===== src/rtl/pslu_pkg.sv =====
// ----------------------------------------------------------------------------
// Position setpoint slew limiter package
// Shared widths, reset values, codes and bundled signal types.
// ----------------------------------------------------------------------------
package pslu_pkg;

    localparam int ANGLE_WIDTH_DEF = 16;
    localparam int TIMER_WIDTH_DEF = 16;
    localparam int FULL_TURN_DEF   = 23040;

    localparam int OPERATION_W     = 2;
    localparam int ANGLE_W         = 16;
    localparam int COMMAND_W       = 2;
    localparam int COMMAND_ANGLE_W = 15;
    localparam int DRIVE_W         = 8;
    localparam int STEP_INTERVAL_W = 16;
    localparam int MAX_STEP_W      = 15;
    localparam int CFG_INDEX_W     = 2;
    localparam int CFG_DATA_W      = 16;

    localparam logic [STEP_INTERVAL_W-1:0] STEP_INTERVAL_RST = 16'd10;
    localparam logic [MAX_STEP_W-1:0]      MAX_STEP_RST      = 15'd640;
    localparam logic [DRIVE_W-1:0]         DRIVE_ID_RST      = 8'd0;

    localparam logic [CFG_INDEX_W-1:0] CFG_STEP_INTERVAL = 2'd0;
    localparam logic [CFG_INDEX_W-1:0] CFG_MAX_STEP      = 2'd1;
    localparam logic [CFG_INDEX_W-1:0] CFG_DRIVE_ID      = 2'd2;

    typedef enum logic [OPERATION_W-1:0] {
        OP_TICK       = 2'd0,
        OP_SET_TARGET = 2'd1,
        OP_CALIBRATE  = 2'd2
    } t_operation;

    typedef enum logic [COMMAND_W-1:0] {
        CMD_NONE         = 2'd0,
        CMD_SET_POSITION = 2'd1,
        CMD_KEEPALIVE    = 2'd2
    } t_command;

    typedef struct packed {
        logic [STEP_INTERVAL_W-1:0] step_interval;
        logic [MAX_STEP_W-1:0]      max_step;
        logic [DRIVE_W-1:0]         drive_id;
    } t_cfg;

    typedef struct packed {
        t_command             command;
        logic [DRIVE_W-1:0]   drive;
        logic                 in_position;
        logic                 error;
    } t_ctrl;

endpackage


===== src/rtl/pslu_core.sv =====
// ----------------------------------------------------------------------------
// Slew limiter update stage
// Holds the angle state and interval timer, applies one beat per cycle while
// the next stage is ready, and registers the command fields with the unwrapped command angle.
// ----------------------------------------------------------------------------
module pslu_core import pslu_pkg::*; #(
    parameter int ANGLE_WIDTH = ANGLE_WIDTH_DEF,
    parameter int TIMER_WIDTH = TIMER_WIDTH_DEF,
    parameter int FULL_TURN   = FULL_TURN_DEF,
    localparam int TGT_W      = $clog2(FULL_TURN),
    localparam int PW         = (ANGLE_WIDTH > TGT_W) ? ANGLE_WIDTH : TGT_W + 1
) (
    input  logic                       i_clk,
    input  logic                       i_rst_n,
    input  logic                       i_in_valid,
    output logic                       o_in_ready,
    input  logic [OPERATION_W-1:0]     i_operation,
    input  logic signed [ANGLE_W-1:0]  i_angle,
    input  logic signed [ANGLE_W-1:0]  i_measured_angle,
    input  t_cfg                       i_cfg,
    output logic                       o_valid,
    input  logic                       i_ready,
    output t_ctrl                      o_ctrl,
    output logic signed [PW:0]         o_sum
);

    localparam int BW    = (PW > ANGLE_W + 1) ? PW : ANGLE_W + 1;
    localparam int DW    = BW + 2;
    localparam int CNT_W = (TIMER_WIDTH > STEP_INTERVAL_W) ? TIMER_WIDTH : STEP_INTERVAL_W;
    localparam logic signed [DW-1:0] A_MAX = DW'((longint'(1) << (ANGLE_WIDTH - 1)) - 1);
    localparam logic signed [DW-1:0] A_MIN = -A_MAX - DW'(1);
    localparam logic signed [DW-1:0] FT    = DW'(FULL_TURN);
    localparam logic [TIMER_WIDTH-1:0] T_MAX = {TIMER_WIDTH{1'b1}};

    logic                          r_valid;
    logic signed [PW-1:0]          r_present;
    logic [TGT_W-1:0]              r_target;
    logic signed [ANGLE_WIDTH-1:0] r_offset;
    logic                          r_reached;
    logic [TIMER_WIDTH-1:0]        r_tick;
    t_ctrl                         r_ctrl;
    logic signed [PW:0]            r_sum;

    logic signed [PW-1:0]          n_present;
    logic [TGT_W-1:0]              n_target;
    logic signed [ANGLE_WIDTH-1:0] n_offset;
    logic                          n_reached;
    logic [TIMER_WIDTH-1:0]        n_tick;
    t_ctrl                         n_ctrl;
    logic signed [PW:0]            n_sum;

    logic                   accept;
    logic [TIMER_WIDTH-1:0] tick_inc;
    logic                   tick_hit;
    logic signed [DW-1:0]   a_ext;
    logic signed [DW-1:0]   m_ext;
    logic signed [DW-1:0]   pres_ext;
    logic signed [DW-1:0]   tgt_ext;
    logic signed [DW-1:0]   ms_ext;
    logic signed [DW-1:0]   diff;
    logic                   tgt_ok;
    t_command               cmd;
    logic                   err;

    function automatic logic signed [ANGLE_WIDTH-1:0] f_sat(input logic signed [DW-1:0] v);
        if (v > A_MAX) begin
            f_sat = A_MAX[ANGLE_WIDTH-1:0];
        end else if (v < A_MIN) begin
            f_sat = A_MIN[ANGLE_WIDTH-1:0];
        end else begin
            f_sat = v[ANGLE_WIDTH-1:0];
        end
    endfunction

    assign o_in_ready = !r_valid || i_ready;
    assign accept     = i_in_valid && o_in_ready;

    assign tick_inc = (r_tick == T_MAX) ? r_tick : r_tick + TIMER_WIDTH'(1);
    assign tick_hit = CNT_W'(tick_inc) >= CNT_W'(i_cfg.step_interval);
    assign a_ext    = DW'(i_angle);
    assign m_ext    = DW'(i_measured_angle);
    assign pres_ext = DW'(r_present);
    assign tgt_ext  = DW'($signed({1'b0, r_target}));
    assign ms_ext   = DW'($signed({1'b0, i_cfg.max_step}));
    assign diff     = tgt_ext - pres_ext;
    assign tgt_ok   = (a_ext >= DW'(0)) && (a_ext < FT);

    always_comb begin
        n_present = r_present;
        n_target  = r_target;
        n_offset  = r_offset;
        n_reached = r_reached;
        n_tick    = r_tick;
        cmd       = CMD_NONE;
        err       = 1'b0;
        unique case (t_operation'(i_operation))
            OP_TICK: begin
                n_tick = tick_inc;
                if (tick_hit) begin
                    n_tick = '0;
                    if (r_reached) begin
                        cmd = CMD_KEEPALIVE;
                    end else begin
                        cmd = CMD_SET_POSITION;
                        if (diff == DW'(0)) begin
                            n_reached = 1'b1;
                        end else if (diff > ms_ext) begin
                            n_present = PW'(f_sat(pres_ext + ms_ext));
                        end else if (diff < -ms_ext) begin
                            n_present = PW'(f_sat(pres_ext - ms_ext));
                        end else begin
                            n_present = PW'($signed({1'b0, r_target}));
                        end
                    end
                end
            end
            OP_SET_TARGET: begin
                if (tgt_ok) begin
                    n_target  = a_ext[TGT_W-1:0];
                    n_reached = 1'b0;
                end else begin
                    err = 1'b1;
                end
            end
            OP_CALIBRATE: begin
                n_offset  = f_sat(m_ext - a_ext);
                n_present = PW'(f_sat(a_ext));
            end
            default: begin
            end
        endcase
        n_sum              = (PW + 1)'(n_present) + (PW + 1)'(n_offset);
        n_ctrl.command     = cmd;
        n_ctrl.drive       = (cmd != CMD_NONE) ? i_cfg.drive_id : '0;
        n_ctrl.in_position = n_reached;
        n_ctrl.error       = err;
    end

    always_ff @(posedge i_clk) begin
        if (!i_rst_n) begin
            r_valid   <= 1'b0;
            r_present <= '0;
            r_target  <= '0;
            r_offset  <= '0;
            r_reached <= 1'b1;
            r_tick    <= '0;
        end else begin
            if (o_in_ready) begin
                r_valid <= i_in_valid;
            end
            if (accept) begin
                r_present <= n_present;
                r_target  <= n_target;
                r_offset  <= n_offset;
                r_reached <= n_reached;
                r_tick    <= n_tick;
            end
        end
    end

    always_ff @(posedge i_clk) begin
        if (accept) begin
            r_ctrl <= n_ctrl;
            r_sum  <= n_sum;
        end
    end

    assign o_valid = r_valid;
    assign o_ctrl  = r_ctrl;
    assign o_sum   = r_sum;

endmodule


===== src/rtl/pslu_wrap.sv =====
// ----------------------------------------------------------------------------
// Slew limiter angle wrap pipeline
// Reduces the signed command angle modulo one full turn: bias to a positive
// value, reciprocal multiply for the quotient, multiply back and subtract,
// then one final correction into the output register.
// ----------------------------------------------------------------------------
module pslu_wrap import pslu_pkg::*; #(
    parameter int ANGLE_WIDTH = ANGLE_WIDTH_DEF,
    parameter int FULL_TURN   = FULL_TURN_DEF,
    localparam int TGT_W      = $clog2(FULL_TURN),
    localparam int PW         = (ANGLE_WIDTH > TGT_W) ? ANGLE_WIDTH : TGT_W + 1
) (
    input  logic                        i_clk,
    input  logic                        i_rst_n,
    input  logic                        i_valid,
    output logic                        o_ready,
    input  t_ctrl                       i_ctrl,
    input  logic signed [PW:0]          i_sum,
    output logic                        o_valid,
    input  logic                        i_ready,
    output t_ctrl                       o_ctrl,
    output logic [COMMAND_ANGLE_W-1:0]  o_command_angle
);

    localparam int UW = PW + 2;
    localparam int RW = UW - TGT_W + 1;
    localparam int MW = UW + RW;
    localparam logic [UW-1:0] BIAS_U =
        UW'(((longint'(1) << PW) + longint'(FULL_TURN) - 1) / longint'(FULL_TURN)
            * longint'(FULL_TURN));
    localparam logic [RW-1:0]    RECIP = RW'((longint'(1) << UW) / longint'(FULL_TURN));
    localparam logic [UW-1:0]    F_U   = UW'(FULL_TURN);
    localparam logic [TGT_W:0]   F_R   = (TGT_W + 1)'(FULL_TURN);

    logic                 r_b_valid;
    logic                 r_c_valid;
    logic                 r_d_valid;
    logic                 r_e_valid;
    t_ctrl                r_b_ctrl;
    t_ctrl                r_c_ctrl;
    t_ctrl                r_d_ctrl;
    t_ctrl                r_e_ctrl;
    logic [UW-1:0]        r_b_u;
    logic [UW-1:0]        r_c_u;
    logic [RW-1:0]        r_c_q;
    logic [TGT_W:0]       r_d_rem;
    logic [COMMAND_ANGLE_W-1:0] r_e_angle;

    logic                 en_b;
    logic                 en_c;
    logic                 en_d;
    logic                 en_e;
    logic [UW-1:0]        n_u;
    logic [MW-1:0]        prod;
    logic [UW-1:0]        qf;
    logic [TGT_W:0]       n_rem;
    logic [TGT_W:0]       fixed;
    logic [COMMAND_ANGLE_W-1:0] n_angle;

    assign en_e    = !r_e_valid || i_ready;
    assign en_d    = !r_d_valid || en_e;
    assign en_c    = !r_c_valid || en_d;
    assign en_b    = !r_b_valid || en_c;
    assign o_ready = en_b;

    assign n_u   = $unsigned(UW'(i_sum)) + BIAS_U;
    assign prod  = MW'(r_b_u) * MW'(RECIP);
    assign qf    = UW'(r_c_q) * F_U;
    assign n_rem = (TGT_W + 1)'(r_c_u - qf);
    assign fixed = (r_d_rem >= F_R) ? r_d_rem - F_R : r_d_rem;
    assign n_angle = (r_d_ctrl.command == CMD_SET_POSITION) ? COMMAND_ANGLE_W'(fixed) : '0;

    always_ff @(posedge i_clk) begin
        if (!i_rst_n) begin
            r_b_valid <= 1'b0;
            r_c_valid <= 1'b0;
            r_d_valid <= 1'b0;
            r_e_valid <= 1'b0;
        end else begin
            if (en_b) begin
                r_b_valid <= i_valid;
            end
            if (en_c) begin
                r_c_valid <= r_b_valid;
            end
            if (en_d) begin
                r_d_valid <= r_c_valid;
            end
            if (en_e) begin
                r_e_valid <= r_d_valid;
            end
        end
    end

    always_ff @(posedge i_clk) begin
        if (en_b) begin
            r_b_ctrl <= i_ctrl;
            r_b_u    <= n_u;
        end
        if (en_c) begin
            r_c_ctrl <= r_b_ctrl;
            r_c_u    <= r_b_u;
            r_c_q    <= prod[MW-1:UW];
        end
        if (en_d) begin
            r_d_ctrl <= r_c_ctrl;
            r_d_rem  <= n_rem;
        end
        if (en_e) begin
            r_e_ctrl  <= r_d_ctrl;
            r_e_angle <= n_angle;
        end
    end

    assign o_valid         = r_e_valid;
    assign o_ctrl          = r_e_ctrl;
    assign o_command_angle = r_e_angle;

endmodule


===== src/rtl/position_setpoint_slew_limiter_unit.sv =====
// ----------------------------------------------------------------------------
// Position setpoint slew limiter unit
// Moves a commanded motor angle toward its target by a bounded step on each
// update interval and issues position or keepalive commands for one drive.
// ----------------------------------------------------------------------------
// The block takes one beat per clock cycle while its output side is not
// stalled and returns exactly one result beat for each input beat, in order.
// The angle state is updated as the beat is accepted, so ticks, target
// changes and calibrations may follow each other in consecutive cycles; the
// result passes through the core output register and the four-stage modulo
// pipeline that wraps the command angle into one full turn, whose stages hold a
// reciprocal multiply and a constant multiply. Configuration writes take effect
// on the next cycle and should be made while no beat is in flight.
module position_setpoint_slew_limiter_unit import pslu_pkg::*; #(
    parameter int ANGLE_WIDTH = ANGLE_WIDTH_DEF,
    parameter int TIMER_WIDTH = TIMER_WIDTH_DEF,
    parameter int FULL_TURN   = FULL_TURN_DEF
) (
    input  logic                        i_clk,
    input  logic                        i_rst_n,
    input  logic                        i_cfg_we,
    input  logic [CFG_INDEX_W-1:0]      i_cfg_index,
    input  logic [CFG_DATA_W-1:0]       i_cfg_data,
    input  logic                        i_in_valid,
    output logic                        o_in_ready,
    input  logic [OPERATION_W-1:0]      i_operation,
    input  logic signed [ANGLE_W-1:0]   i_angle,
    input  logic signed [ANGLE_W-1:0]   i_measured_angle,
    output logic                        o_out_valid,
    input  logic                        i_out_ready,
    output logic [COMMAND_W-1:0]        o_command,
    output logic [COMMAND_ANGLE_W-1:0]  o_command_angle,
    output logic [DRIVE_W-1:0]          o_command_drive,
    output logic                        o_in_position,
    output logic                        o_error
);

    localparam int TGT_W = $clog2(FULL_TURN);
    localparam int PW    = (ANGLE_WIDTH > TGT_W) ? ANGLE_WIDTH : TGT_W + 1;

    t_cfg               r_cfg;
    logic               core_valid;
    logic               wrap_ready;
    t_ctrl              core_ctrl;
    logic signed [PW:0] core_sum;
    t_ctrl              out_ctrl;

    always_ff @(posedge i_clk) begin
        if (!i_rst_n) begin
            r_cfg.step_interval <= STEP_INTERVAL_RST;
            r_cfg.max_step      <= MAX_STEP_RST;
            r_cfg.drive_id      <= DRIVE_ID_RST;
        end else if (i_cfg_we) begin
            unique case (i_cfg_index)
                CFG_STEP_INTERVAL: r_cfg.step_interval <= i_cfg_data;
                CFG_MAX_STEP:      r_cfg.max_step      <= i_cfg_data[MAX_STEP_W-1:0];
                CFG_DRIVE_ID:      r_cfg.drive_id      <= i_cfg_data[DRIVE_W-1:0];
                default: begin
                end
            endcase
        end
    end

    pslu_core #(
        .ANGLE_WIDTH (ANGLE_WIDTH),
        .TIMER_WIDTH (TIMER_WIDTH),
        .FULL_TURN   (FULL_TURN)
    ) u_core (
        .i_clk            (i_clk),
        .i_rst_n          (i_rst_n),
        .i_in_valid       (i_in_valid),
        .o_in_ready       (o_in_ready),
        .i_operation      (i_operation),
        .i_angle          (i_angle),
        .i_measured_angle (i_measured_angle),
        .i_cfg            (r_cfg),
        .o_valid          (core_valid),
        .i_ready          (wrap_ready),
        .o_ctrl           (core_ctrl),
        .o_sum            (core_sum)
    );

    pslu_wrap #(
        .ANGLE_WIDTH (ANGLE_WIDTH),
        .FULL_TURN   (FULL_TURN)
    ) u_wrap (
        .i_clk           (i_clk),
        .i_rst_n         (i_rst_n),
        .i_valid         (core_valid),
        .o_ready         (wrap_ready),
        .i_ctrl          (core_ctrl),
        .i_sum           (core_sum),
        .o_valid         (o_out_valid),
        .i_ready         (i_out_ready),
        .o_ctrl          (out_ctrl),
        .o_command_angle (o_command_angle)
    );

    assign o_command       = out_ctrl.command;
    assign o_command_drive = out_ctrl.drive;
    assign o_in_position   = out_ctrl.in_position;
    assign o_error         = out_ctrl.error;

endmodule


===== config.mk =====
export PLATFORM = sky130hd
export DESIGN_NAME = position_setpoint_slew_limiter_unit
export DESIGN_NICKNAME = d
export VERILOG_FILES = /design/src/rtl/pslu_pkg.sv /design/src/rtl/pslu_core.sv /design/src/rtl/pslu_wrap.sv /design/src/rtl/position_setpoint_slew_limiter_unit.sv
export SDC_FILE = /design/constraint.sdc
export NUM_CORES = 1
export LEC_CHECK = 0
export ABC_AREA = 1
export BUFFER_PORTS_ARGS = -buffer_cell sky130_fd_sc_hd__buf_2
export CORE_AREA = 2 2 178 180
export CTS_CLUSTER_DIAMETER = 40
export DETAILED_ROUTE_END_ITERATION = 8
export DIE_AREA = 0 0 180 182
export GPL_TIMING_DRIVEN = 1
export PLACE_DENSITY_LB_ADDON = 0.3
export SLEW_MARGIN = 30
export SYNTH_ARGS = -nofsm -noshare
export SYNTH_HDL_FRONTEND = slang
export SYNTH_SLANG_ARGS = --single-unit

===== constraint.sdc =====
create_clock -name i_clk -period 5.3 [get_ports i_clk]
set_input_delay 1.06 -clock i_clk [delete_from_list [all_inputs] [get_ports i_clk]]
set_output_delay 1.06 -clock i_clk [all_outputs]
set_load 0.1 [all_outputs]

# Word-level counts from Yosys, hierarchy flattened
# Index checks and enable logic that the tools add are counted.
op_classes:
  addsub: 10
  multipliers: 2
  magnitude_cmp: 14
  n_eq_ne: 6
  n_mux: 27
  n_reduce_logical: 21
ops:
  columns: ["cell", "count"]
  rows:
  - ["16-bit two-way mux", 16]
  - ["19-bit by 16-bit greater-than comparator with 1-bit output (second input constant)", 3]
  - ["19-bit by 16-bit less-than comparator with 1-bit output (second input constant)", 3]
  - ["16-bit by 16-bit subtractor with 17-bit output", 3]
  - ["16-bit by 16-bit adder with 17-bit output", 2]
  - ["16-bit less-than comparator (second input constant)", 2]
  - ["16-bit case mux with 2 select lines", 1]
  - ["18-bit by 4-bit multiplier with 22-bit output (second input constant)", 1]
  - ["19-bit by 16-bit greater-than comparator with 1-bit output", 1]
  - ["19-bit zero test", 1]
  - ["19-bit less-than comparator", 1]
  - ["15-bit negation with 19-bit output", 1]
  - ["18-bit by 17-bit adder with 18-bit output (second input constant)", 1]
  - ["16-bit by 1-bit adder with 16-bit output (second input constant)", 1]
  - ["16-bit equality test (second input constant)", 1]
  - ["16-bit by 1-bit >= comparator with 1-bit output (second input constant)", 1]
  - ["16-bit by 15-bit >= comparator with 1-bit output (second input constant)", 1]
  - ["16-bit >= comparator", 1]
  - ["16-bit greater-than comparator (second input constant)", 1]
  - ["16-bit subtractor", 1]
  - ["15-bit two-way mux", 1]
  - ["15-bit subtractor (second input constant)", 1]
  - ["2-bit AND reduction", 4]
  - ["4-bit by 6-bit multiplier with 7-bit output (second input constant)", 1]
  - ["other kinds (11)", 30]
word_totals:
  regBits: 254
  inputBits: 57
  output_inout_bits: 29
  elab_cells: 119

# Longest topological paths before layout
# Gate-level depths: netlist of the first run.
depth:
  word_depth: 11
  mapped_depth: 45
  ltp_nobuf: 45

# Modules after synthesis
# A second synthesis of the first run with hierarchy kept.
hier_totals:
  hier_cells: 2343
  area_unflattened_um2: 18291.3
modules_own_cells:
  columns: ["mod", "n_inst", "cells_each", "area_each_um2", "seq_area_each_um2"]
  rows:
  - ["pslu_core", 1, 1579, 10568.9, 2172.1]
  - ["pslu_wrap", 1, 516, 6079.6, 3593.4]
  - ["position_setpoint_slew_limiter_unit", 1, 248, 1642.8, 780.7]

# Worst setup path before layout of the first run
# Ideal clock, no wire load.
synth_timing:
  kind: "reg2reg"
  start: "reg u_core.r_tick[0]"
  end: "reg u_core.r_sum[16] (netlist: u_core.o_sum[16]) (data pin)"
  setup_time_ns: 0.262
  arrival_time_ns: 5.229
  t_required_ns: 5.038
  setup_slack_ns: -0.191
  path_stages_with_launch: 36
  n_path_buf: 1
  synth_period_minus_slack_ns: 5.491
  path_cell_list: "dfxtp_1 > inv_1 > nor3_1 > nand3_1 > nor3b_1 > nand3_1 > nor2_1 > nand2_1 > xor2_1 > nand2_1 > ha_1 > a21oi_1 > nor2_1 > a2111oi_0 > nand3_1 > nand3_2 > clkbuf_1 > a21oi_1 > nand2_1 > nand2_2 > inv_1 > ha_1 > inv_1 > fa_1 > nand3b_1 > and2_1 > o221ai_1 > a21oi_1 > o21bai_1 > nand2_1 > inv_1 > o21ai_0 > nand2_1 > nand2_1 > nor2_1 > o32ai_1"
synth_between:
  elab_chain_len: 6
  elab_cells_between_ends: 7
  classes_between: "add/sub: 2; order compare: 1; eq/ne: 1; mux: 3"
synth_rtl:
  columns: ["item", "line", "text"]
  rows:
  - ["from (decl)", "pslu_core.sv:40", "logic [TIMER_WIDTH-1:0] r_tick;"]
  - ["from (signal assigned)", "pslu_core.sv:156", "r_tick <= n_tick;"]
  - ["16-bit by 1-bit adder with 16-bit output / 16-bit equality test (equally long branches)", "pslu_core.sv:78", "assign tick_inc = (r_tick == T_MAX) ? r_tick : r_tick + TIMER_WIDTH'(1);"]
  - ["16-bit two-way mux *", "pslu_core.sv:78", null]
  - ["16-bit >= comparator *", "pslu_core.sv:79", "assign tick_hit = CNT_W'(tick_inc) >= CNT_W'(i_cfg.step_interval);"]
  - ["16-bit two-way mux *", "pslu_core.sv:99", "if (tick_hit) begin"]
  - ["16-bit case mux with 2 select lines *", "pslu_core.sv:96", "unique case (t_operation'(i_operation))"]
  - ["net u_core.n_present[0]", "pslu_core.sv:44", "logic signed [PW-1:0] n_present;"]
  - ["16-bit by 16-bit adder with 17-bit output *", "pslu_core.sv:132", "n_sum = (PW + 1)'(n_present) + (PW + 1)'(n_offset);"]
  - ["net u_core.n_sum[16]", "pslu_core.sv:50", "logic signed [PW:0] n_sum;"]
  - ["to (signal assigned)", "pslu_core.sv:164", "r_sum <= n_sum;"]
  - ["to (decl)", "pslu_core.sv:42", "logic signed [PW:0] r_sum;"]
# The timed path passes the listed nets; every way through them passes the cells marked *.
# A chain may end at the register's enable or synchronous reset.

# Final worst setup path of the first run
layout_timing:
  start: "reg u_core.r_present[6]"
  end: "reg u_core.r_sum[16] (netlist: u_core.o_sum[16]) (data pin)"
layout_between:
  elab_chain_len: 11
  elab_cells_between_ends: 21
  classes_between: "add/sub: 4; order compare: 6; mux: 10; reduce/logical: 1"
layout_rtl:
  columns: ["item", "line", "text"]
  rows:
  - ["from (decl)", "pslu_core.sv:36", "logic signed [PW-1:0] r_present;"]
  - ["from (signal assigned)", "pslu_core.sv:152", "r_present <= n_present;"]
  - ["16-bit by 16-bit subtractor with 17-bit output", "pslu_core.sv:110", "n_present = PW'(f_sat(pres_ext - ms_ext));"]
  - ["19-bit by 16-bit less-than comparator with 1-bit output", "pslu_core.sv:68", "end else if (v < A_MIN) begin"]
  - ["16-bit two-way mux", "pslu_core.sv:68", null]
  - ["16-bit two-way mux", "pslu_core.sv:66", "if (v > A_MAX) begin"]
  - ["16-bit two-way mux", "pslu_core.sv:109", "end else if (diff < -ms_ext) begin"]
  - ["16-bit two-way mux", "pslu_core.sv:107", "end else if (diff > ms_ext) begin"]
  - ["16-bit two-way mux *", "pslu_core.sv:105", "if (diff == DW'(0)) begin"]
  - ["16-bit two-way mux *", "pslu_core.sv:101", "if (r_reached) begin"]
  - ["16-bit two-way mux *", "pslu_core.sv:99", null]
  - ["16-bit case mux with 2 select lines *", "pslu_core.sv:96", null]
  - ["net u_core.n_present[0]", "pslu_core.sv:44", null]
  - ["16-bit by 16-bit adder with 17-bit output *", "pslu_core.sv:132", null]
  - ["net u_core.n_sum[16]", "pslu_core.sv:50", null]
# Marks and branches as above.

==> run_results.csv, run 1 <==
group,metric,value,unit
status,status,"finished, violations left",
status,violations,"setup timing",
timing,tns,-0.889,ns
clock_tree,cts_sinks,254,
place,gp_congestion,1.04,
drt,routedWlPerCell,17.3,µm
clock_tree,clock_latency,0.53,ns
global_route,grt_pass1_wl,79100,µm
critical_path,max_stage_delay,0.33,ns
critical_path,crit_top_cell,"nand2_1",
place,dp_cells,2808,
floorplanning,dieArea,32800,µm²
clock_tree,cts-root-buf,"clkbuf_16",
place,port_buffers,85,
drt,ant_nets,0,
timing,max_freq,182,MHz
timing,tightest_slew,0.884,ns
floorplanning,io-pin-count,86,
synthesis,synth_xor_area_frac,0.0497,
synthesis,async_reset_ff_frac,0,
synthesis,synthSimpleGateAreaFrac,0.171,
layout,layout_common_cells,"362 x inv_1, 331 x nand2_1, 224 x buf_4",
drt,drt_wl_total,50200,µm
drt,first_pass_iters,5,
critical_path,startpoint_type,"flip-flop",
global_route,use_met2,0.522,
synthesis,ys_types,53,
timing,final.setup_skew,0.0184,ns
floorplanning,die_y,182,µm
synthesis,synth-seq-cells,254,
clock_tree,clock_path_buffers,3,
synthesis,syn_avg_cell_area,8.06,µm²
synthesis,ys.flop_type,"edfxtp_1",
clock_tree,path_clk_slew,0.07,ns
layout,utilization,0.704,
layout,num_antenna_cells,0,
synthesis,synth.area.mux_share,0,
global_route,grt_antenna_before_repair,1,
timing,fin_crit_sh,1.04,
timing,max-slew-margin-rel,0.409,
layout,layout_commonest_cell,"inv_1",
global_route,grt_use_total,0.300,
critical_path,crit_type,"flip-flop to flip-flop",
drt,drc,0,
timing,min_period,5.50,ns
place,hpwl,38500,µm
floorplanning,die_x,180,µm
critical_path,required,5.57,ns
hold_path,hp-class,"flip-flop to flip-flop",
run,cap_violations,0,
layout,nets,2729,
global_route,busiest_layer,"met2",
clock_tree,cts_inserted_buffers,37,
layout,syn_to_final_growth,25.2,%
clock_tree,hold_buffers,0,
layout,register_area,6550,µm²
global_route,use_met3,0.0509,
critical_path,crit_slowest_cell,"fa_2",
timing,layout_setup_ws,-0.198,ns
floorplanning,fp-row-count,65,
timing,rsz0062_at_grt,"true",
clock_tree,cts_tree,"built",
synthesis,synthAdderAreaFrac,0.154,
timing,setup_violations,6,
synthesis,ys_warn_count,0,
timing,finalHoldViolations,0,
layout,n_fill_cell,2452,
layout,multi_input_area,9770,µm²
critical_path,cp_max_fo,3,
drt,drtIter0Drc,1256,
synthesis,synth-edff-count,146,
synthesis,yosysSeqAreaShare,0.376,
synthesis,synth_top_family_by_area,"simple AND/OR/NAND/NOR gates",
global_route,grt-ovfl-total,0,
drt,via_count,15800,
global_route,grt_max_degree,79,
layout,final_cells,2902,
floorplanning,start_util,0.563,
synthesis,synth-compound-area-share,0.152,
floorplanning,core,31000,µm²
synthesis,syn-instance-count,2164,
critical_path,cp_data_arrival_time,5.77,ns
layout,drive_gt1_frac,0.224,
global_route,first_global_vias,15800,
power_and_ir_drop,ir_worst_vdd,0.000257,V
timing,slew_viol_final,0,
drt,via_per_inst,5.43,
power_and_ir_drop,p_leak,10.7,nW
timing,worst_hold_slack,0.409,ns
synthesis,syn_nets,2422,
global_route,grtUsageMet1,0.379,
synthesis,netlist_area,17400,µm²
clock_tree,cts_max_level,2,
critical_path,end_kind,"flip-flop",
power_and_ir_drop,p_per_area,412,nW/µm²
synthesized netlist by cell type, types with 9 or more instances:
cell type / number / area, µm²
a21oi_2: 13 / 114
inv_1: 378 / 1420
dfxtp_1: 108 / 2160
fa_1: 22 / 440
o21ai_0: 159 / 796
o21ai_1: 16 / 80.1
a21oi_1: 212 / 1060
xnor2_1: 21 / 184
a21o_1: 9 / 67.6
nand2_2: 27 / 169
ha_1: 179 / 2240
buf_2: 10 / 50.1
nor2_1: 129 / 484
clkbuf_1: 34 / 128
nand3_1: 94 / 470
o22ai_1: 19 / 119
nand2_1: 351 / 1320
nor3_1: 28 / 140
nand4_1: 18 / 113
inv_2: 14 / 52.6
edfxtp_1: 146 / 4380
xor2_1: 78 / 683
o211ai_1: 10 / 75.1
nor2_2: 10 / 62.6
routing by layer:
| metal | wire (µm) | up-vias |
|---|---|---|
| met5 | 0 | - |
| met4 | 1510 | 0 |
| met3 | 3600 | 93 |
| met2 | 24200 | 548 |
| met1 | 20900 | 7322 |
| li1 | - | 7804 |
area by class of cell:
| class | count | share of cell area |
|---|---|---|
| clock buffer | 40 | 0.0434 |
| clock inverter | 28 | 0.0154 |
| inverter | 396 | 0.0683 |
| multi-input combinational | 1465 | 0.448 |
| sequential | 254 | 0.300 |
| tap | 402 | 0.0230 |
| timing repair buffer | 317 | 0.102 |
registers in the layout, summed over array words and instances, names as in the netlist:
signal,cells
u_wrap.o_command_angle,15
u_core.r_offset,16
u_core.o_ctrl,12
u_wrap.o_valid,1
u_wrap.o_ctrl,12
u_core.o_valid,1
u_wrap.r_d_valid,1
u_wrap.r_c_q,4
u_wrap.r_b_u,18
u_core.r_target,15
u_wrap.r_c_u,16
u_wrap.r_c_valid,1
u_core.r_reached,1
u_wrap.r_b_valid,1
r_cfg,39
u_wrap.r_c_ctrl,12
u_wrap.r_d_rem,16
u_core.r_present,16
u_wrap.r_d_ctrl,12
u_core.r_tick,16
u_core.o_sum,17
u_wrap.r_b_ctrl,12
per-stage QoR:
stage                     power, mW  area [µm²]  setup slack, ns
after CTS                      8.89       21400           -0.129
after floorplan                5.19       17400           0.0292
after detailed placement       6.23       19700           -0.417
after global routing           9.64       21800           -0.570
after global placement         6.04       19700           -0.262
final                          9.00       21800           -0.198
repair_timing:
| item | CTS | global route |
|---|---|---|
| pin swaps | 29 | 51 |
| buffers inserted | 14 | 14 |
| hold endpoints to repair | 0 | 0 |
| setup endpoints to repair | 7 | 11 |
| gates cloned | 0 | 0 |
| resized for setup | 66 | 72 |
final timing paths:
| path | from | cells past startpoint | end | slack, ns |
|---|---|---|---|---|
| worst min-delay path | u_core.o_ctrl[6]$_SDFFCE_PN0P_ | 0 | u_wrap.r_b_ctrl[6]$_DFFE_PP_ | 0.41 |
| worst max-delay path | u_core.r_present[6]$_SDFFE_PN0P_ | 41 | u_core.o_sum[16]$_DFFE_PP_ | -0.20 |
| worst min register to register | u_core.o_ctrl[6]$_SDFFCE_PN0P_ | 0 | u_wrap.r_b_ctrl[6]$_DFFE_PP_ | 0.41 |
| worst max register to register | u_core.r_present[6]$_SDFFE_PN0P_ | 41 | u_core.o_sum[16]$_DFFE_PP_ | -0.20 |
critical path: cells and delay by family (launching register included):
family | cells | cell delay, ns
AOI/OAI and AO/OA | 9 | 1.08
xor gates and xnor gates | 1 | 0.18
adders and majority gates | 4 | 1.02
buffers and inverters | 8 | 0.72
DFF | 1 | 0.32
and+or+nand+nor | 19 | 1.90
power by group:
part           total [mW]  internal, mW  switching [mW]
logic                3.85          1.56            2.29
clock network        2.52          1.54           0.984
registers            2.63          2.46           0.166
logic make-up (layout without fill, tap and decap cells):
logic type | Yosys count | in the layout
compound gates | 482 | 482
xor+xnor | 99 | 99
fa+ha+maj | 201 | 201
buf+inv | 445 | 781
flops | 254 | 254
simple gates | 683 | 683
Power figures use the tool's default switching activity.
==> inputs of run 2 (changes only) <==
- PLACE_DENSITY: not set -> 0.77
- PLACE_DENSITY_LB_ADDON: 0.3 -> not set
- SETUP_SLACK_MARGIN: not set -> 0.2
==> run 2 against run 1 <==
  * The run still ends with setup timing left
  * Clock-buffer cell count grew 2
  * Worst hold slack gained 0.0021 ns
  * Critical path depth shrank 3
  * Largest cell class unchanged
  * Core utilization is essentially flat
==> run_results.csv, run 2 (synthesis results as in run 1) <==
group,metric,value,unit
critical_path,cp_data_arrival_time,5.66,ns
critical_path,timing.rr.end,"u_core.o_sum[16]$_DFFE_PP_",
floorplanning,start_util,0.563,
critical_path,r2r-start,"u_core.r_tick[1]$_SDFFE_PN0P_",
clock_tree,cts_inserted_buffers,36,
clock_tree,hold_buffers,0,
critical_path,crit_top_cell,"nand2_2",
layout,syn_to_final_growth,25.2,%
drt,ant_nets,0,
floorplanning,core,31000,µm²
drt,drtIter0Drc,1206,
hold_path,hold_end,"u_wrap.r_b_u[6]$_DFFE_PP_",
layout,max_flop_register,"r_cfg",
timing,layout_setup_ws,-0.0940,ns
floorplanning,io-pin-count,86,
clock_tree,cts_tree,"built",
timing,tightest_slew,0.854,ns
critical_path,cpLargestDelayFamily,"simple AND/OR/NAND/NOR gates",
drt,first_pass_iters,5,
hold_path,hp-start,"u_core.o_sum[6]$_DFFE_PP_",
place,gp_congestion,1.01,
critical_path,rrSetupSlack,-0.09,ns
critical_path,cp_max_fo,8,
timing,final.setup_skew,0.0183,ns
global_route,grt-ovfl-total,0,
clock_tree,clock_path_buffers,3,
floorplanning,fp-row-count,65,
floorplanning,dieArea,32800,µm²
timing,fin_crit_sh,1.02,
global_route,first_global_vias,15500,
drt,via_count,15800,
layout,largest_register_ffs,39,
layout,layout_common_cells,"367 x inv_1, 330 x nand2_1, 223 x buf_4",
power_and_ir_drop,ir_worst_vdd,0.000285,V
timing,finalHoldViolations,0,
timing,min_period,5.39,ns
power_and_ir_drop,p_per_area,408,nW/µm²
clock_tree,cts_max_level,2,
place,pre_cts_slack,-0.246,ns
layout,nets,2724,
timing,slew_viol_final,0,
critical_path,crit_type,"flip-flop to flip-flop",
timing,max_freq,185,MHz
status,status,"finished, violations left",
critical_path,end_kind,"flip-flop",
clock_tree,clock_latency,0.52,ns
timing,rsz0062_at_grt,"true",
critical_path,crit_buf_inv,7,
run,cap_violations,0,
critical_path,max_stage_delay,0.34,ns
timing,setup_violations,2,
critical_path,crit_slowest_cell,"fa_2",
timing,max-slew-margin-rel,0.429,
clock_tree,cts-root-buf,"clkbuf_16",
clock_tree,cts_sinks,254,
global_route,grt_use_total,0.301,
power_and_ir_drop,p_leak,10.7,nW
power_and_ir_drop,power.total,8.91,mW
drt,via_per_inst,5.45,
hold_path,hold_depth,0,
status,violations,"setup timing",
global_route,grt_max_degree,77,
layout,num_antenna_cells,0,
floorplanning,die_x,180,µm
place,port_buffers,85,
critical_path,startpoint_type,"flip-flop",
floorplanning,die_y,182,µm
global_route,grt_antenna_before_repair,1,
hold_path,hp-class,"flip-flop to flip-flop",
clock_tree,path_clk_slew,0.06,ns
place,hpwl,38800,µm
layout,layout_commonest_cell,"inv_1",
global_route,grt_pass1_wl,79000,µm
critical_path,reg2reg_depth,38,
drt,drt_wl_total,50000,µm
drt,routedWlPerCell,17.3,µm
layout,drive_gt1_frac,0.228,
critical_path,required,5.56,ns
drt,drc,0,
[run 2: per-stage QoR]
stage	hold WS, ns	std cells	cell area [µm²]	setup TNS (ns)	utilization
6_report	0.412	2896	21800	-0.137	0.704
5_1_grt	0.422	2896	21800	-2.11	0.704
4_1_cts	0.415	2887	21400	0	0.690
3_5_place_dp	0.405	2807	19800	-1.00	0.638
3_3_place_gp	0.400	2807	19800	-0.342	0.638
2_1_floorplan	0.400	2164	17500	0	-
[run 2: power breakdown]
part	leakage (nW)	switching [mW]	internal, mW
logic	7.62	2.26	1.54
clock network	0.623	0.960	1.52
registers	2.47	0.164	2.46
total	10.7	3.39	5.52
[run 2: how the worst max path moves through the flow]
stage,startpoint,endpoint,slack [ns],cells past startpoint
after floorplan,u_core.r_target[0]$_SDFFE_PN0P_,u_core.o_sum[16]$_DFFE_PP_,0.20,43
after global placement,i_angle[0],u_core.o_sum[16]$_DFFE_PP_,-0.12,29
after detailed placement,i_angle[0],u_core.o_sum[16]$_DFFE_PP_,-0.25,29
after CTS,u_core.r_target[0]$_SDFFE_PN0P_,u_core.o_sum[16]$_DFFE_PP_,0.03,42
after global routing,u_core.r_tick[1]$_SDFFE_PN0P_,u_core.o_sum[16]$_DFFE_PP_,-0.44,38
final,u_core.r_tick[1]$_SDFFE_PN0P_,u_core.o_sum[16]$_DFFE_PP_,-0.09,38
[run 2: layer usage]
metal,share of wire,track usage
met1,0.42,0.384
met2,0.48,0.515
met3,0.070,0.0495
met4,0.035,0.111
met5,0,0
[run 2: repair_timing]
| item | in CTS | in global routing |
|---|---|---|
| gates cloned | 1 | 0 |
| gates resized for setup | 50 | 81 |
| pin swaps | 37 | 45 |
| buffers inserted | 13 | 9 |
| setup endpoints to repair | 8 | 13 |
[run 2: cell type report]
| cell class | instances | area, µm² |
|---|---|---|
| Tap cell | 402 | 503 |
| Clock inverter | 24 | 278 |
| Clock buffer | 42 | 986 |
| Timing Repair Buffer | 312 | 2160 |
| Inverter | 396 | 1490 |
| Fill cell | 2367 | 9170 |
| Multi-Input combinational cell | 1466 | 9840 |
| Sequential cell | 254 | 6560 |
==> inputs of run 3 (changes only) <==
- CORE_AREA: 2 2 178 180 -> 2 2 167 169
- DIE_AREA: 0 0 180 182 -> 0 0 169 171
- PLACE_DENSITY: 0.77 -> 0.83
- clock period: 5.3 -> 6.6 ns (I/O delays scaled with it)
==> run 3 against run 2 <==
  * Flip-flop and latch count unchanged
  * Sequential power decreased by 19%
  * Clock power decreased by 24%
  * First-iteration DRC count increased by 17%
  * Non-clock buffer count down 197
  * The run now ends clean
  * Wire length decreased by 8.4%
  * Setup slack improved by 0.76 ns
  * Critical path depth is 3 lower
  * Fmax decreased by 9.1%
  * Die area fell by 12%
==> run_results.csv, run 3 (synthesis results as in run 1) <==
group,metric,value,unit
layout,largest_register_ffs,39,
drt,drt_wl_total,45800,µm
timing,max_freq,169,MHz
drt,first_pass_iters,6,
timing,slew_viol_final,0,
floorplanning,core,27300,µm²
global_route,grt_use_total,0.317,
timing,tightest_slew,0.946,ns
power_and_ir_drop,p_per_area,346,nW/µm²
place,port_buffers,85,
power_and_ir_drop,ir_worst_vdd,0.000237,V
run,cap_violations,0,
timing,setup_violations,0,
critical_path,cp_data_arrival_time,6.19,ns
critical_path,rrSetupSlack,0.67,ns
critical_path,startpoint_type,"flip-flop",
timing,tns,0,ns
floorplanning,io-pin-count,86,
timing,min_period,5.93,ns
critical_path,crit_top_cell,"nand2_1",
power_and_ir_drop,p_leak,9.61,nW
global_route,first_global_vias,14300,
layout,multi_input_area,9230,µm²
clock_tree,hold_buffers,0,
clock_tree,cts_sinks,254,
critical_path,crit_slowest_cell,"dfxtp_1",
timing,max-slew-margin-rel,0.369,
clock_tree,path_clk_slew,0.06,ns
timing,finalHoldViolations,0,
timing,final.setup_skew,0.0150,ns
hold_path,hp-class,"flip-flop to flip-flop",
clock_tree,cts_max_level,2,
floorplanning,die_y,171,µm
drt,via_per_inst,5.72,
place,hpwl,35500,µm
drt,via_count,15100,
clock_tree,cts-root-buf,"clkbuf_16",
global_route,grt_antenna_before_repair,0,
critical_path,end_kind,"flip-flop",
layout,layout_commonest_cell,"inv_1",
critical_path,required,6.86,ns
drt,drtIter0Drc,1408,
layout,drive_gt1_frac,0.112,
status,status,"finished, final reports clean",
place,gp_congestion,1.03,
timing,rsz0062_at_grt,"false",
floorplanning,fp-row-count,61,
layout,register_area,6550,µm²
clock_tree,cts_tree,"built",
global_route,grt_max_degree,91,
drt,routedWlPerCell,17.4,µm
global_route,grt_pass1_wl,72600,µm
clock_tree,cts_inserted_buffers,36,
drt,drc,0,
place,dp_cells,2571,
layout,nets,2526,
layout,syn_to_final_growth,12.1,%
floorplanning,dieArea,28900,µm²
critical_path,max_stage_delay,0.40,ns
layout,layout_common_cells,"378 x inv_1, 350 x nand2_1, 211 x a21oi_1",
critical_path,cp_max_fo,10,
drt,ant_nets,0,
layout,n_fill_cell,2102,
layout,final_cells,2640,
clock_tree,clock_latency,0.52,ns
floorplanning,start_util,0.638,
layout,num_antenna_cells,0,
clock_tree,clock_path_buffers,3,
critical_path,crit_type,"flip-flop to flip-flop",
timing,fin_crit_sh,0.899,
layout,max_flop_register,"r_cfg",
global_route,grt-ovfl-total,0,
floorplanning,die_x,169,µm
-- run 3: changes by cell type in the layout (fill, tap and decap cells not counted), sizes merged --
cell,change
buf,-197
clkbuf,-3
clkinv,-5
clkinvlp,+2
inv,+4
nand2,-1
-- run 3: path summary, 6_finish.rpt --
check,end,cells past startpoint,from
worst min register to register,u_wrap.r_b_ctrl[5]$_DFFE_PP_,0,u_core.o_ctrl[5]$_SDFFCE_PN0P_
worst max register to register,u_core.o_sum[16]$_DFFE_PP_,35,u_core.r_tick[0]$_SDFFE_PN0P_
worst min-delay path,u_wrap.r_b_ctrl[5]$_DFFE_PP_,0,u_core.o_ctrl[5]$_SDFFCE_PN0P_
worst max-delay path,u_core.o_sum[16]$_DFFE_PP_,35,u_core.r_tick[0]$_SDFFE_PN0P_
-- run 3: where the power goes --
part / leakage [nW] / internal (mW) / switching (mW) / total [mW]
Combinational: 6.56 / 1.02 / 1.74 / 2.75
Clock: 0.579 / 1.15 / 0.745 / 1.89
Sequential: 2.47 / 1.98 / 0.142 / 2.12
-- run 3: layer usage --
layer	track usage	share of wire
met5	0	0
met3	0.0474	0.078
met1	0.410	0.42
met2	0.539	0.46
met4	0.122	0.039
-- run 3: cell type report --
type | count | share of cell area
clock buffers | 39 | 0.0467
clock inverters | 25 | 0.0141
inverters | 396 | 0.0764
multi-input cells | 1465 | 0.472
flip-flops and latches | 254 | 0.335
well taps | 346 | 0.0222
repair buffers | 115 | 0.0333
-- run 3: what timing repair did --
action,4_1_cts,5_1_grt
resized for setup,0,14
buffers inserted,0,5
setup endpoints to repair,0,8
-- run 3: critical path, delay by kind of cell, from the launching register on --
family | cells | cell delay (ns)
simple gates | 18 | 2.54
fa+ha+maj | 3 | 0.87
compound gates | 8 | 1.19
flops | 1 | 0.40
buf+inv | 5 | 0.43
xor+xnor | 1 | 0.20
-- run 3: per-stage QoR --
stage	hold WS (ns)	util	power [mW]	cell area [µm²]	setup WS (ns)
after global routing	0.411	0.715	7.23	19500	0.139
after CTS	0.398	0.712	6.73	19400	0.238
after detailed placement	0.405	0.668	4.80	18300	0.318
after floorplan	0.400	-	4.17	17400	1.05
after global placement	0.400	0.668	4.65	18300	0.615
final	0.404	0.715	6.76	19500	0.666
